File: config.mk
export PLATFORM = sky130hd
export DESIGN_NAME = activation_function_unit
export DESIGN_NICKNAME = d
export VERILOG_FILES = /design/src/hw/rtl/afu_pkg.sv /design/src/hw/rtl/afu_gelu_arg.sv /design/src/hw/rtl/afu_sigmoid.sv /design/src/hw/rtl/afu_scale.sv /design/src/hw/rtl/activation_function_unit.sv
export SDC_FILE = /design/constraint.sdc
export NUM_CORES = 2
export LEC_CHECK = 0
export ABC_AREA = 0
export BUFFER_PORTS_ARGS = -buffer_cell sky130_fd_sc_hd__buf_4
export CORE_AREA = 5 5 347 349
export DETAILED_ROUTE_END_ITERATION = 12
export DIE_AREA = 0 0 352 354
export PLACE_DENSITY = 0.7
export SLEW_MARGIN = 5
export SYNTH_ARGS = -nofsm -noshare
export SYNTH_HDL_FRONTEND = slang
export SYNTH_HIERARCHICAL = 1
export SYNTH_SLANG_ARGS = --single-unit
File: constraint.sdc
create_clock -name clk_i -period 13 [get_ports clk_i]
set_clock_uncertainty 0.15 [all_clocks]
set_input_delay 1.95 -clock clk_i [delete_from_list [all_inputs] [get_ports clk_i]]
set_output_delay 1.95 -clock clk_i [all_outputs]
set_load 0.03 [all_outputs]
File: src/hw/rtl/afu_pkg.sv
`default_nettype none

package afu_pkg;

  // Activation selected by the mode register.
  typedef enum logic [1:0] {
    MODE_RELU  = 2'd0,
    MODE_GELU  = 2'd1,
    MODE_SWISH = 2'd2,
    MODE_PASS  = 2'd3
  } mode_e;

  // Control that travels with every sample through the pipeline.
  typedef struct packed {
    mode_e mode;
    logic  last;
  } ctl_t;

  localparam int MODE_W    = 2;
  localparam int ARG_W     = 22;       // Q16 argument, clamped to +-16.0
  localparam int ARG_LIMIT = 1 << 20;  // 16.0 in Q16
  localparam int SQ_W      = 25;       // a*a in Q16, never negative
  localparam int CUBE_W    = 30;       // a^3 in Q16
  localparam int K_W       = 25;       // cubic term times 0.044715
  localparam int SUM_W     = 26;       // a plus cubic term
  localparam int Z_W       = 27;       // sigmoid argument before clamping
  localparam int MAG_W     = 21;       // clamped magnitude, up to 16.0
  localparam int SIG_W     = 17;       // sigmoid in Q16, up to 1.0
  localparam int SEG_W     = 5;        // table segment index
  localparam int FRAC_W    = 15;       // position inside a segment
  localparam int SLOPE_W   = 13;
  localparam int SHIFT_Q16 = 16;
  localparam int ONE_Q16   = 65536;
  localparam int ROUND_HALF = 32768;

  localparam logic signed [13:0] CUBIC_Q16   = 14'sd2930;   // 0.044715
  localparam logic signed [17:0] SQRT2PI_Q16 = 18'sd52290;  // 0.7978845608

  // Sigmoid over [0,16) in steps of 0.5, Q16, and the rise to the next point.
  localparam logic [SIG_W-1:0] SIG_BASE [32] = '{
    17'd32768, 17'd40793, 17'd47911, 17'd53581, 17'd57724, 17'd60565, 17'd62428, 17'd63615,
    17'd64357, 17'd64816, 17'd65097, 17'd65269, 17'd65374, 17'd65438, 17'd65476, 17'd65500,
    17'd65514, 17'd65523, 17'd65528, 17'd65531, 17'd65533, 17'd65534, 17'd65535, 17'd65535,
    17'd65536, 17'd65536, 17'd65536, 17'd65536, 17'd65536, 17'd65536, 17'd65536, 17'd65536
  };

  localparam logic [SLOPE_W-1:0] SIG_SLOPE [32] = '{
    13'd8025, 13'd7118, 13'd5670, 13'd4143, 13'd2841, 13'd1863, 13'd1187, 13'd742,
    13'd459,  13'd281,  13'd172,  13'd105,  13'd64,   13'd38,   13'd24,   13'd14,
    13'd9,    13'd5,    13'd3,    13'd2,    13'd1,    13'd1,    13'd0,    13'd1,
    13'd0,    13'd0,    13'd0,    13'd0,    13'd0,    13'd0,    13'd0,    13'd0
  };

endpackage

`default_nettype wire

File: src/hw/rtl/afu_gelu_arg.sv
`default_nettype none

// Converts the sample to a clamped Q16 argument and forms a + 0.044715*a^3
// over four stages (convert, square, cube, scale and add).
module afu_gelu_arg
  import afu_pkg::*;
#(
  parameter int DATA_WIDTH = 16,
  parameter int FRAC_BITS  = 11
) (
  input  wire logic                         clk_i,
  input  wire logic                         rst_ni,
  input  wire logic                         valid_i,
  output logic                              ready_o,
  input  wire ctl_t                         ctl_i,
  input  wire logic signed [DATA_WIDTH-1:0] x_i,
  output logic                              valid_o,
  input  wire logic                         ready_i,
  output ctl_t                              ctl_o,
  output logic signed [DATA_WIDTH-1:0]      x_o,
  output logic signed [ARG_W-1:0]           a_o,
  output logic signed [SUM_W-1:0]           ak_o
);

  localparam int WIDE_W = DATA_WIDTH + SHIFT_Q16;
  localparam int SH_R   = (FRAC_BITS > SHIFT_Q16) ? FRAC_BITS - SHIFT_Q16 : 0;
  localparam int SH_L   = (FRAC_BITS < SHIFT_Q16) ? SHIFT_Q16 - FRAC_BITS : 0;
  localparam logic signed [WIDE_W-1:0] LIM_HI = WIDE_W'(ARG_LIMIT);
  localparam logic signed [WIDE_W-1:0] LIM_LO = -LIM_HI;

  logic v1_q, v2_q, v3_q, v4_q;
  logic en1, en2, en3, en4;
  ctl_t ctl1_q, ctl2_q, ctl3_q, ctl4_q;
  logic signed [DATA_WIDTH-1:0] x1_q, x2_q, x3_q, x4_q;
  logic signed [ARG_W-1:0] a1_q, a2_q, a3_q, a4_q;
  logic signed [ARG_W-1:0] a_d;
  logic signed [WIDE_W-1:0] x_wide, a_wide;
  logic signed [2*ARG_W-1:0] sq;
  logic [SQ_W-1:0] c_d, c2_q;
  logic signed [SQ_W+ARG_W:0] cube;
  logic signed [CUBE_W-1:0] t_d, t3_q;
  logic signed [CUBE_W+13:0] kp;
  logic signed [K_W-1:0] k;
  logic signed [SUM_W-1:0] ak_d, ak4_q;

  assign en4     = !v4_q || ready_i;
  assign en3     = !v3_q || en4;
  assign en2     = !v2_q || en3;
  assign en1     = !v1_q || en2;
  assign ready_o = en1;

  always_comb begin
    x_wide = {{SHIFT_Q16{x_i[DATA_WIDTH-1]}}, x_i};
    a_wide = (x_wide >>> SH_R) <<< SH_L;
    if (a_wide > LIM_HI) begin
      a_d = LIM_HI[ARG_W-1:0];
    end else if (a_wide < LIM_LO) begin
      a_d = LIM_LO[ARG_W-1:0];
    end else begin
      a_d = a_wide[ARG_W-1:0];
    end
  end

  assign sq   = a1_q * a1_q;
  assign c_d  = sq[SHIFT_Q16+SQ_W-1:SHIFT_Q16];
  assign cube = $signed({1'b0, c2_q}) * a2_q;
  assign t_d  = cube[SHIFT_Q16+CUBE_W-1:SHIFT_Q16];
  assign kp   = t3_q * CUBIC_Q16;
  assign k    = kp[SHIFT_Q16+K_W-1:SHIFT_Q16];
  assign ak_d = {{(SUM_W-ARG_W){a3_q[ARG_W-1]}}, a3_q} + {{(SUM_W-K_W){k[K_W-1]}}, k};

  always_ff @(posedge clk_i or negedge rst_ni) begin
    if (!rst_ni) begin
      v1_q <= 1'b0;
      v2_q <= 1'b0;
      v3_q <= 1'b0;
      v4_q <= 1'b0;
    end else begin
      if (en1) v1_q <= valid_i;
      if (en2) v2_q <= v1_q;
      if (en3) v3_q <= v2_q;
      if (en4) v4_q <= v3_q;
    end
  end

  always_ff @(posedge clk_i) begin
    if (en1) begin
      ctl1_q <= ctl_i;
      x1_q   <= x_i;
      a1_q   <= a_d;
    end
    if (en2) begin
      ctl2_q <= ctl1_q;
      x2_q   <= x1_q;
      a2_q   <= a1_q;
      c2_q   <= c_d;
    end
    if (en3) begin
      ctl3_q <= ctl2_q;
      x3_q   <= x2_q;
      a3_q   <= a2_q;
      t3_q   <= t_d;
    end
    if (en4) begin
      ctl4_q <= ctl3_q;
      x4_q   <= x3_q;
      a4_q   <= a3_q;
      ak4_q  <= ak_d;
    end
  end

  assign valid_o = v4_q;
  assign ctl_o   = ctl4_q;
  assign x_o     = x4_q;
  assign a_o     = a4_q;
  assign ak_o    = ak4_q;

  a_arg_clamped: assert property (@(posedge clk_i) disable iff (!rst_ni)
    v1_q |-> (a1_q <= ARG_LIMIT && a1_q >= -ARG_LIMIT))
    else $error("Q16 argument escaped the +-16.0 clamp.");

endmodule

`default_nettype wire

File: src/hw/rtl/afu_sigmoid.sv
`default_nettype none

// Picks the sigmoid argument (2u for GELU, a for Swish), clamps it, and
// interpolates the mirrored sigmoid table over two stages.
module afu_sigmoid
  import afu_pkg::*;
#(
  parameter int DATA_WIDTH = 16
) (
  input  wire logic                         clk_i,
  input  wire logic                         rst_ni,
  input  wire logic                         valid_i,
  output logic                              ready_o,
  input  wire ctl_t                         ctl_i,
  input  wire logic signed [DATA_WIDTH-1:0] x_i,
  input  wire logic signed [ARG_W-1:0]      a_i,
  input  wire logic signed [SUM_W-1:0]      ak_i,
  output logic                              valid_o,
  input  wire logic                         ready_i,
  output ctl_t                              ctl_o,
  output logic signed [DATA_WIDTH-1:0]      x_o,
  output logic [SIG_W-1:0]                  s_o
);

  logic v5_q, v6_q;
  logic en5, en6;
  ctl_t ctl5_q, ctl6_q;
  logic signed [DATA_WIDTH-1:0] x5_q, x6_q;
  logic signed [SUM_W+17:0] up;
  logic signed [SUM_W-1:0] u;
  logic signed [Z_W-1:0] z;
  logic [Z_W-1:0] z_abs;
  logic neg_d, neg5_q;
  logic [MAG_W-1:0] m_d, m5_q;
  logic [SEG_W-1:0] idx;
  logic [FRAC_W-1:0] frac;
  logic [SLOPE_W+FRAC_W-1:0] rise;
  logic [SIG_W-1:0] sp, s_d, s6_q;

  assign en6     = !v6_q || ready_i;
  assign en5     = !v5_q || en6;
  assign ready_o = en5;

  always_comb begin
    up = ak_i * SQRT2PI_Q16;
    u  = up[SHIFT_Q16+SUM_W-1:SHIFT_Q16];
    if (ctl_i.mode == MODE_GELU) begin
      z = {u, 1'b0};
    end else begin
      z = {{(Z_W-ARG_W){a_i[ARG_W-1]}}, a_i};
    end
    neg_d = z[Z_W-1];
    z_abs = neg_d ? -z : z;
    if (z_abs >= Z_W'(ARG_LIMIT)) begin
      m_d = MAG_W'(ARG_LIMIT);
    end else begin
      m_d = z_abs[MAG_W-1:0];
    end
  end

  // Saturated magnitudes read as exactly one; the negative side mirrors.
  always_comb begin
    idx  = m5_q[SEG_W+FRAC_W-1:FRAC_W];
    frac = m5_q[FRAC_W-1:0];
    rise = SIG_SLOPE[idx] * frac;
    if (m5_q[MAG_W-1]) begin
      sp = SIG_W'(ONE_Q16);
    end else begin
      sp = SIG_BASE[idx] + SIG_W'(rise[SLOPE_W+FRAC_W-1:FRAC_W]);
    end
    s_d = neg5_q ? SIG_W'(ONE_Q16) - sp : sp;
  end

  always_ff @(posedge clk_i or negedge rst_ni) begin
    if (!rst_ni) begin
      v5_q <= 1'b0;
      v6_q <= 1'b0;
    end else begin
      if (en5) v5_q <= valid_i;
      if (en6) v6_q <= v5_q;
    end
  end

  always_ff @(posedge clk_i) begin
    if (en5) begin
      ctl5_q <= ctl_i;
      x5_q   <= x_i;
      neg5_q <= neg_d;
      m5_q   <= m_d;
    end
    if (en6) begin
      ctl6_q <= ctl5_q;
      x6_q   <= x5_q;
      s6_q   <= s_d;
    end
  end

  assign valid_o = v6_q;
  assign ctl_o   = ctl6_q;
  assign x_o     = x6_q;
  assign s_o     = s6_q;

  a_sig_range: assert property (@(posedge clk_i) disable iff (!rst_ni)
    v6_q |-> (s6_q <= SIG_W'(ONE_Q16)))
    else $error("Sigmoid gain above one.");

endmodule

`default_nettype wire

File: src/hw/rtl/afu_scale.sv
`default_nettype none

// Multiplies the sample by the Q16 gain, rounds, saturates and selects the
// result for the mode. The second stage is the output register.
module afu_scale
  import afu_pkg::*;
#(
  parameter int DATA_WIDTH = 16
) (
  input  wire logic                         clk_i,
  input  wire logic                         rst_ni,
  input  wire logic                         valid_i,
  output logic                              ready_o,
  input  wire ctl_t                         ctl_i,
  input  wire logic signed [DATA_WIDTH-1:0] x_i,
  input  wire logic [SIG_W-1:0]             s_i,
  output logic                              valid_o,
  input  wire logic                         ready_i,
  output logic signed [DATA_WIDTH-1:0]      act_o,
  output logic                              last_o
);

  localparam int PW = DATA_WIDTH + SIG_W + 2;
  localparam int RW = PW - SHIFT_Q16;

  logic v7_q, v8_q;
  logic en7, en8;
  ctl_t ctl7_q, ctl8_q;
  logic signed [DATA_WIDTH-1:0] x7_q;
  logic signed [DATA_WIDTH+SIG_W:0] mul;
  logic signed [PW-1:0] prod_d, prod7_q;
  logic signed [RW-1:0] r;
  logic [RW-DATA_WIDTH:0] top_bits;
  logic signed [DATA_WIDTH-1:0] sat, act_d, act_q;

  assign en8     = !v8_q || ready_i;
  assign en7     = !v7_q || en8;
  assign ready_o = en7;

  assign mul    = x_i * $signed({1'b0, s_i});
  assign prod_d = PW'(mul) + PW'(ROUND_HALF);

  always_comb begin
    r        = prod7_q[PW-1:SHIFT_Q16];
    top_bits = r[RW-1:DATA_WIDTH-1];
    if ((&top_bits) || !(|top_bits)) begin
      sat = r[DATA_WIDTH-1:0];
    end else if (r[RW-1]) begin
      sat = {1'b1, {(DATA_WIDTH-1){1'b0}}};
    end else begin
      sat = {1'b0, {(DATA_WIDTH-1){1'b1}}};
    end
    unique case (ctl7_q.mode)
      MODE_RELU:             act_d = x7_q[DATA_WIDTH-1] ? '0 : x7_q;
      MODE_GELU, MODE_SWISH: act_d = sat;
      MODE_PASS:             act_d = x7_q;
      default:               act_d = x7_q;
    endcase
  end

  always_ff @(posedge clk_i or negedge rst_ni) begin
    if (!rst_ni) begin
      v7_q <= 1'b0;
      v8_q <= 1'b0;
    end else begin
      if (en7) v7_q <= valid_i;
      if (en8) v8_q <= v7_q;
    end
  end

  always_ff @(posedge clk_i) begin
    if (en7) begin
      ctl7_q  <= ctl_i;
      x7_q    <= x_i;
      prod7_q <= prod_d;
    end
    if (en8) begin
      ctl8_q <= ctl7_q;
      act_q  <= act_d;
    end
  end

  assign valid_o = v8_q;
  assign act_o   = act_q;
  assign last_o  = ctl8_q.last;

  a_relu_nonneg: assert property (@(posedge clk_i) disable iff (!rst_ni)
    (v8_q && ctl8_q.mode == MODE_RELU) |-> !act_q[DATA_WIDTH-1])
    else $error("ReLU produced a negative result.");

  a_pass_exact: assert property (@(posedge clk_i) disable iff (!rst_ni)
    (v7_q && en8 && ctl7_q.mode == MODE_PASS) |=> (act_q == $past(x7_q)))
    else $error("Pass-through result differs from its sample.");

endmodule

`default_nettype wire

File: src/hw/rtl/activation_function_unit.sv
// Channel   Direction  Handshake                     Payload
// s_axis    in         s_axis_tvalid/s_axis_tready   tdata: sample; tlast: last_in
// m_axis    out        m_axis_tvalid/m_axis_tready   tdata: activated; tlast: last_out
// cfg       in         cfg_we_i                      cfg_wdata_i: mode
//
// One transaction is taken per clock cycle while s_axis_tready is high. Eight register stages
// (convert, square, cube, cubic add, argument clamp, table, multiply, output) carry each
// accepted sample in that order into the output register, from which its result leaves.
// Reset clears every stage valid bit and sets the mode to ReLU.
// A stall on m_axis fills empty stages first; s_axis_tready drops only when
// every stage holds a sample, and nothing is dropped or repeated.
`default_nettype none

module activation_function_unit
  import afu_pkg::*;
#(
  parameter int DATA_WIDTH = 16,
  parameter int FRAC_BITS  = 11,
  localparam int TDATA_W   = ((DATA_WIDTH + 7) / 8) * 8
) (
  input  wire logic               clk_i,
  input  wire logic               rst_ni,
  // Mode register write port.
  input  wire logic               cfg_we_i,
  input  wire logic [MODE_W-1:0]  cfg_wdata_i,
  // Input stream.
  input  wire logic               s_axis_tvalid,
  output logic                    s_axis_tready,
  input  wire logic [TDATA_W-1:0] s_axis_tdata,   // [DATA_WIDTH-1:0] sample, rest zero
  input  wire logic               s_axis_tlast,
  // Output stream.
  output logic                    m_axis_tvalid,
  input  wire logic               m_axis_tready,
  output logic [TDATA_W-1:0]      m_axis_tdata,   // [DATA_WIDTH-1:0] activated, rest zero
  output logic                    m_axis_tlast
);

  // The mode is captured with each sample, so it rides along with the data
  // through the pipeline in the control struct.
  mode_e mode_q;

  ctl_t in_ctl;
  logic signed [DATA_WIDTH-1:0] in_x;

  logic arg_valid, arg_ready;
  ctl_t arg_ctl;
  logic signed [DATA_WIDTH-1:0] arg_x;
  logic signed [ARG_W-1:0] arg_a;
  logic signed [SUM_W-1:0] arg_ak;

  logic sig_valid, sig_ready;
  ctl_t sig_ctl;
  logic signed [DATA_WIDTH-1:0] sig_x;
  logic [SIG_W-1:0] sig_s;

  logic signed [DATA_WIDTH-1:0] act;

  always_ff @(posedge clk_i or negedge rst_ni) begin
    if (!rst_ni) begin
      mode_q <= MODE_RELU;
    end else if (cfg_we_i) begin
      mode_q <= mode_e'(cfg_wdata_i);
    end
  end

  assign in_x   = s_axis_tdata[DATA_WIDTH-1:0];
  assign in_ctl = '{mode: mode_q, last: s_axis_tlast};

  // GELU argument: clamped Q16 sample and a + 0.044715*a^3.
  afu_gelu_arg #(
    .DATA_WIDTH (DATA_WIDTH),
    .FRAC_BITS  (FRAC_BITS)
  ) u_gelu_arg (
    .clk_i   (clk_i),
    .rst_ni  (rst_ni),
    .valid_i (s_axis_tvalid),
    .ready_o (s_axis_tready),
    .ctl_i   (in_ctl),
    .x_i     (in_x),
    .valid_o (arg_valid),
    .ready_i (arg_ready),
    .ctl_o   (arg_ctl),
    .x_o     (arg_x),
    .a_o     (arg_a),
    .ak_o    (arg_ak)
  );

  // Sigmoid gain; GELU uses 0.5*(1+tanh(u)) = sigmoid(2u).
  afu_sigmoid #(
    .DATA_WIDTH (DATA_WIDTH)
  ) u_sigmoid (
    .clk_i   (clk_i),
    .rst_ni  (rst_ni),
    .valid_i (arg_valid),
    .ready_o (arg_ready),
    .ctl_i   (arg_ctl),
    .x_i     (arg_x),
    .a_i     (arg_a),
    .ak_i    (arg_ak),
    .valid_o (sig_valid),
    .ready_i (sig_ready),
    .ctl_o   (sig_ctl),
    .x_o     (sig_x),
    .s_o     (sig_s)
  );

  // Gain multiply, rounding, saturation and the output register.
  afu_scale #(
    .DATA_WIDTH (DATA_WIDTH)
  ) u_scale (
    .clk_i   (clk_i),
    .rst_ni  (rst_ni),
    .valid_i (sig_valid),
    .ready_o (sig_ready),
    .ctl_i   (sig_ctl),
    .x_i     (sig_x),
    .s_i     (sig_s),
    .valid_o (m_axis_tvalid),
    .ready_i (m_axis_tready),
    .act_o   (act),
    .last_o  (m_axis_tlast)
  );

  assign m_axis_tdata = TDATA_W'($unsigned(act));

endmodule

`default_nettype wire
==> run_results.csv <==
group,metric,value,unit
logic_synthesis,synth-seq-area-share,0.1403,
sta,fmax,91.21,MHz
global_routing,grt_pass1_wl,238.1,mm
clock_tree,cts_tree,"done",
sta,finalCritPeriodShare,0.8433,
logic_synthesis,ys.flop_type,"edfxtp_1",
clock_tree,cts_root_buf,"clkbuf_16",
clock_tree,cts_buffers,40,
global_routing,grt_pass1_vias,47303,
floorplanning,core-area,117100,um2
cells_and_area,syn_to_final_growth,4.548,%
logic_synthesis,synthAdderAreaFrac,0.5275,
worst_hold_path,holdPathEnd,"u_scale/ctl7_q[2]$_DFFE_PP_",
floorplanning,ioPinCount,43,
worst_hold_path,min_path_type,"flop to flop",
setup_path,cp.required,13160,ps
global_routing,track_usage,0.2329,
cells_and_area,fin_nets,8419,
detailed_routing,ant_nets,0,
detailed_routing,post-route-drc-count,0,
placed_design,portBuffers,42,
clock_tree,cts_resized,0,
floorplanning,start_util,0.5434,
sta,slew_headroom,0.1341,
logic_synthesis,ys_ff_latch,299,
global_routing,antenna_found_initial,3,
logic_synthesis,synth_enable_flop_cells,289,
logic_synthesis,async_reset_ff_frac,0.03344,
detailed_routing,vias,43572,
logic_synthesis,avgSynthCellArea,9.765,um2
clock_tree,cts_sinks,299,
sta,setup_tns,0,ps
placed_design,hpwlAfterDp,114.3,mm
clock_tree,clk_pin_slew_worst_paths,60,ps
sta,fin_crit,10960,ps
setup_path,max_stage_delay,1020,ps
global_routing,grt-ovfl-total,0,
logic_synthesis,synth_compound_area_frac,0.06872,
setup_path,cp.arrival,11120,ps
logic_synthesis,synth_top_cell_by_area,"fa_1",
setup_path,cp_max_fo,15,
setup_path,r2r_cells,34,
logic_synthesis,synth_top_cell_area_share,0.3698,
cells_and_area,post-route-util,0.5682,
sta,finalSetupViolations,0,
floorplanning,die_height,354,um
global_routing,grt_max_degree,53,
detailed_routing,wl,141.1,mm
clock_tree,htree_levels,2,
cells_and_area,layout-drive-gt1-share,0.03383,
logic_synthesis,synthCells,6519,
logic_synthesis,synth_cell_types,101,
floorplanning,rows,126,
floorplanning,die_area,124600,um2
detailed_routing,first_pass_iters,5,
logic_synthesis,yosys.area_share.simple,0.1294,
detailed_routing,drt-wirelength-per-cell,17.69,um
logic_synthesis,synth_mux_area_frac,0.003027,
detailed_routing,avgViaCountPerCell,5.459,
logic_synthesis,synth_top_family_by_area,"adder cells",
sta,rsz0062_at_grt,"no",
detailed_routing,drt_iter0_markers,2360,
setup_path,crit_slowest_cell,"nor2_1",
setup_path,ff2ff_setup_slack,2040,ps
setup_path,worstReg2RegStart,"u_sigmoid/m5_q[15]$_SDFFCE_PP0P_",
clock_tree,insertion_delay,610,ps
placed_design,routabilityCongestion,0.8952,
run_status,run_status,"finished clean",
worst_hold_path,hold-path-cell-count,0,
setup_path,timing.rr.end,"u_sigmoid/s_o[15]$_DFFE_PP_",
clock_tree,ctsHoldBuffers,0,
flow_run,drv_cap,0,
clock_tree,post-cts-setup-buffers,0,
floorplanning,die_x,352,um
sta,slew_violations,0,
clock_tree,clock_path_buffers,3,
sta,worst_pin_slew,1294,ps
logic_synthesis,yosysWarnings,6,
logic_synthesis,synth_xor_area_frac,0.03220,
worst_hold_path,min-delay-start,"u_sigmoid/ctl_o[2]$_DFFE_PP_",
logic_synthesis,netlist_area,63660,um2
setup_path,critical_path_class,"flop to flop",
setup_path,endpoint_kind,"flop",
logic_synthesis,ys_top_cells_by_area,"fa_1 37%, ha_1 16%, edfxtp_1 14%",
setup_path,critPathLaunchType,"flop",
sta,hold_viol_final,0,
worst max path at each step:
stage,startpoint,endpoint,depth (start not counted)
global route,u_sigmoid/m5_q[15]$_SDFFCE_PP0P_,u_sigmoid/s_o[15]$_DFFE_PP_,34
floorplan,u_sigmoid/m5_q[15]$_SDFFCE_PP0P_,u_sigmoid/s_o[15]$_DFFE_PP_,34
finish,u_sigmoid/m5_q[15]$_SDFFCE_PP0P_,u_sigmoid/s_o[15]$_DFFE_PP_,34
CTS,u_sigmoid/m5_q[15]$_SDFFCE_PP0P_,u_sigmoid/s_o[15]$_DFFE_PP_,34
global placement,u_sigmoid/m5_q[15]$_SDFFCE_PP0P_,u_sigmoid/s_o[15]$_DFFE_PP_,34
detailed placement,u_sigmoid/m5_q[15]$_SDFFCE_PP0P_,u_sigmoid/s_o[15]$_DFFE_PP_,34
layout by cell type, fill, tap and decap left out, types with 113 or more instances in the layout:
cell type and instances:
nand2_1 711, edfxtp_1 289, a21oi_1 174, nor2_1 199, inv_1 1408, and2_1 444, ha_1 802, xnor2_1 153
fa_1 1176, o21ai_0 113
layout make-up:
class / instances / area [um2]
Antenna cell: 1 / 2.502
Clock buffer: 45 / 1020
Clock inverter: 24 / 261.5
Fill cell: 10061 / 50580
Inverter: 1411 / 5296
Multi-Input combinational cell: 4579 / 48480
Sequential cell: 299 / 8929
Tap cell: 1536 / 1922
Timing Repair Buffer: 86 / 645.6
stage by stage:
stage	cell area (um2)	hold slack (ps)	std cells	worst slack [ps]
finish	66550	255.8	7981	2037
global route	66550	268.1	7980	1280
CTS	66550	263.1	7980	2192
detailed placement	65270	254.5	7911	2228
global placement	65270	250.7	7911	2304
floorplan	63670	250.3	6523	3414
worst max-delay path, delay by kind of cell (launching register included):
kind            cells  cell delay, ps
flops               1             520
buf+inv             5             400
fa+ha+maj           8            3640
simple gates        8            3230
xor+xnor            2             270
compound gates     11            2460
kinds of logic (layout without fill, tap and decap cells):
kind of cell,Yosys count,after routing
compound gates,655,655
other cells,1,6
mux,19,19
fa+ha+maj,1978,1978
flops,299,299
xor+xnor,234,234
simple gates,1688,1688
buf+inv,1645,1566
synth_stat cells, drive strengths merged (16+ instances only):
| cell | number |
|---|---|
| a211oi | 26 |
| a21o | 84 |
| a21oi | 177 |
| a22oi | 18 |
| a31oi | 19 |
| and2 | 444 |
| and3 | 16 |
| buf | 43 |
| clkbuf | 191 |
| edfxtp | 289 |
| fa | 1176 |
| ha | 802 |
| inv | 1409 |
| mux2i | 17 |
| nand2 | 713 |
| nand2b | 50 |
| nand3 | 49 |
| nand4 | 33 |
| nor2 | 218 |
| nor2b | 36 |
| nor3 | 55 |
| o21a | 30 |
| o21ai | 130 |
| o21bai | 20 |
| o31ai | 28 |
| or2 | 16 |
| or3 | 22 |
| xnor2 | 153 |
| xor2 | 81 |
sequential cells by signal, indices dropped and copies added, names as in the netlist, 7 cells and up:
name and cells:
u_gelu_arg/a1_q 16, u_gelu_arg/a2_q 7, u_gelu_arg/ak_o 26, u_gelu_arg/c2_q 25
u_gelu_arg/t3_q 30, u_gelu_arg/x2_q 9, u_gelu_arg/x3_q 15, u_gelu_arg/x_o 15
u_scale/act_o 16, u_scale/prod7_q 19, u_scale/x7_q 16, u_sigmoid/m5_q 21
u_sigmoid/s_o 17, u_sigmoid/x5_q 16, u_sigmoid/x_o 16
metal layers:
metal / vias up / track usage / routed length (um)
li1: 20104 / - / -
met1: 22145 / 0.2993 / 58710
met2: 1068 / 0.4202 / 71830
met3: 255 / 0.02375 / 6509
met4: 0 / 0.06636 / 4102
met5: - / 0 / 0
Power is not shown: default switching activity piles up to over one toggle a cycle in this logic, so the estimate is an artifact.
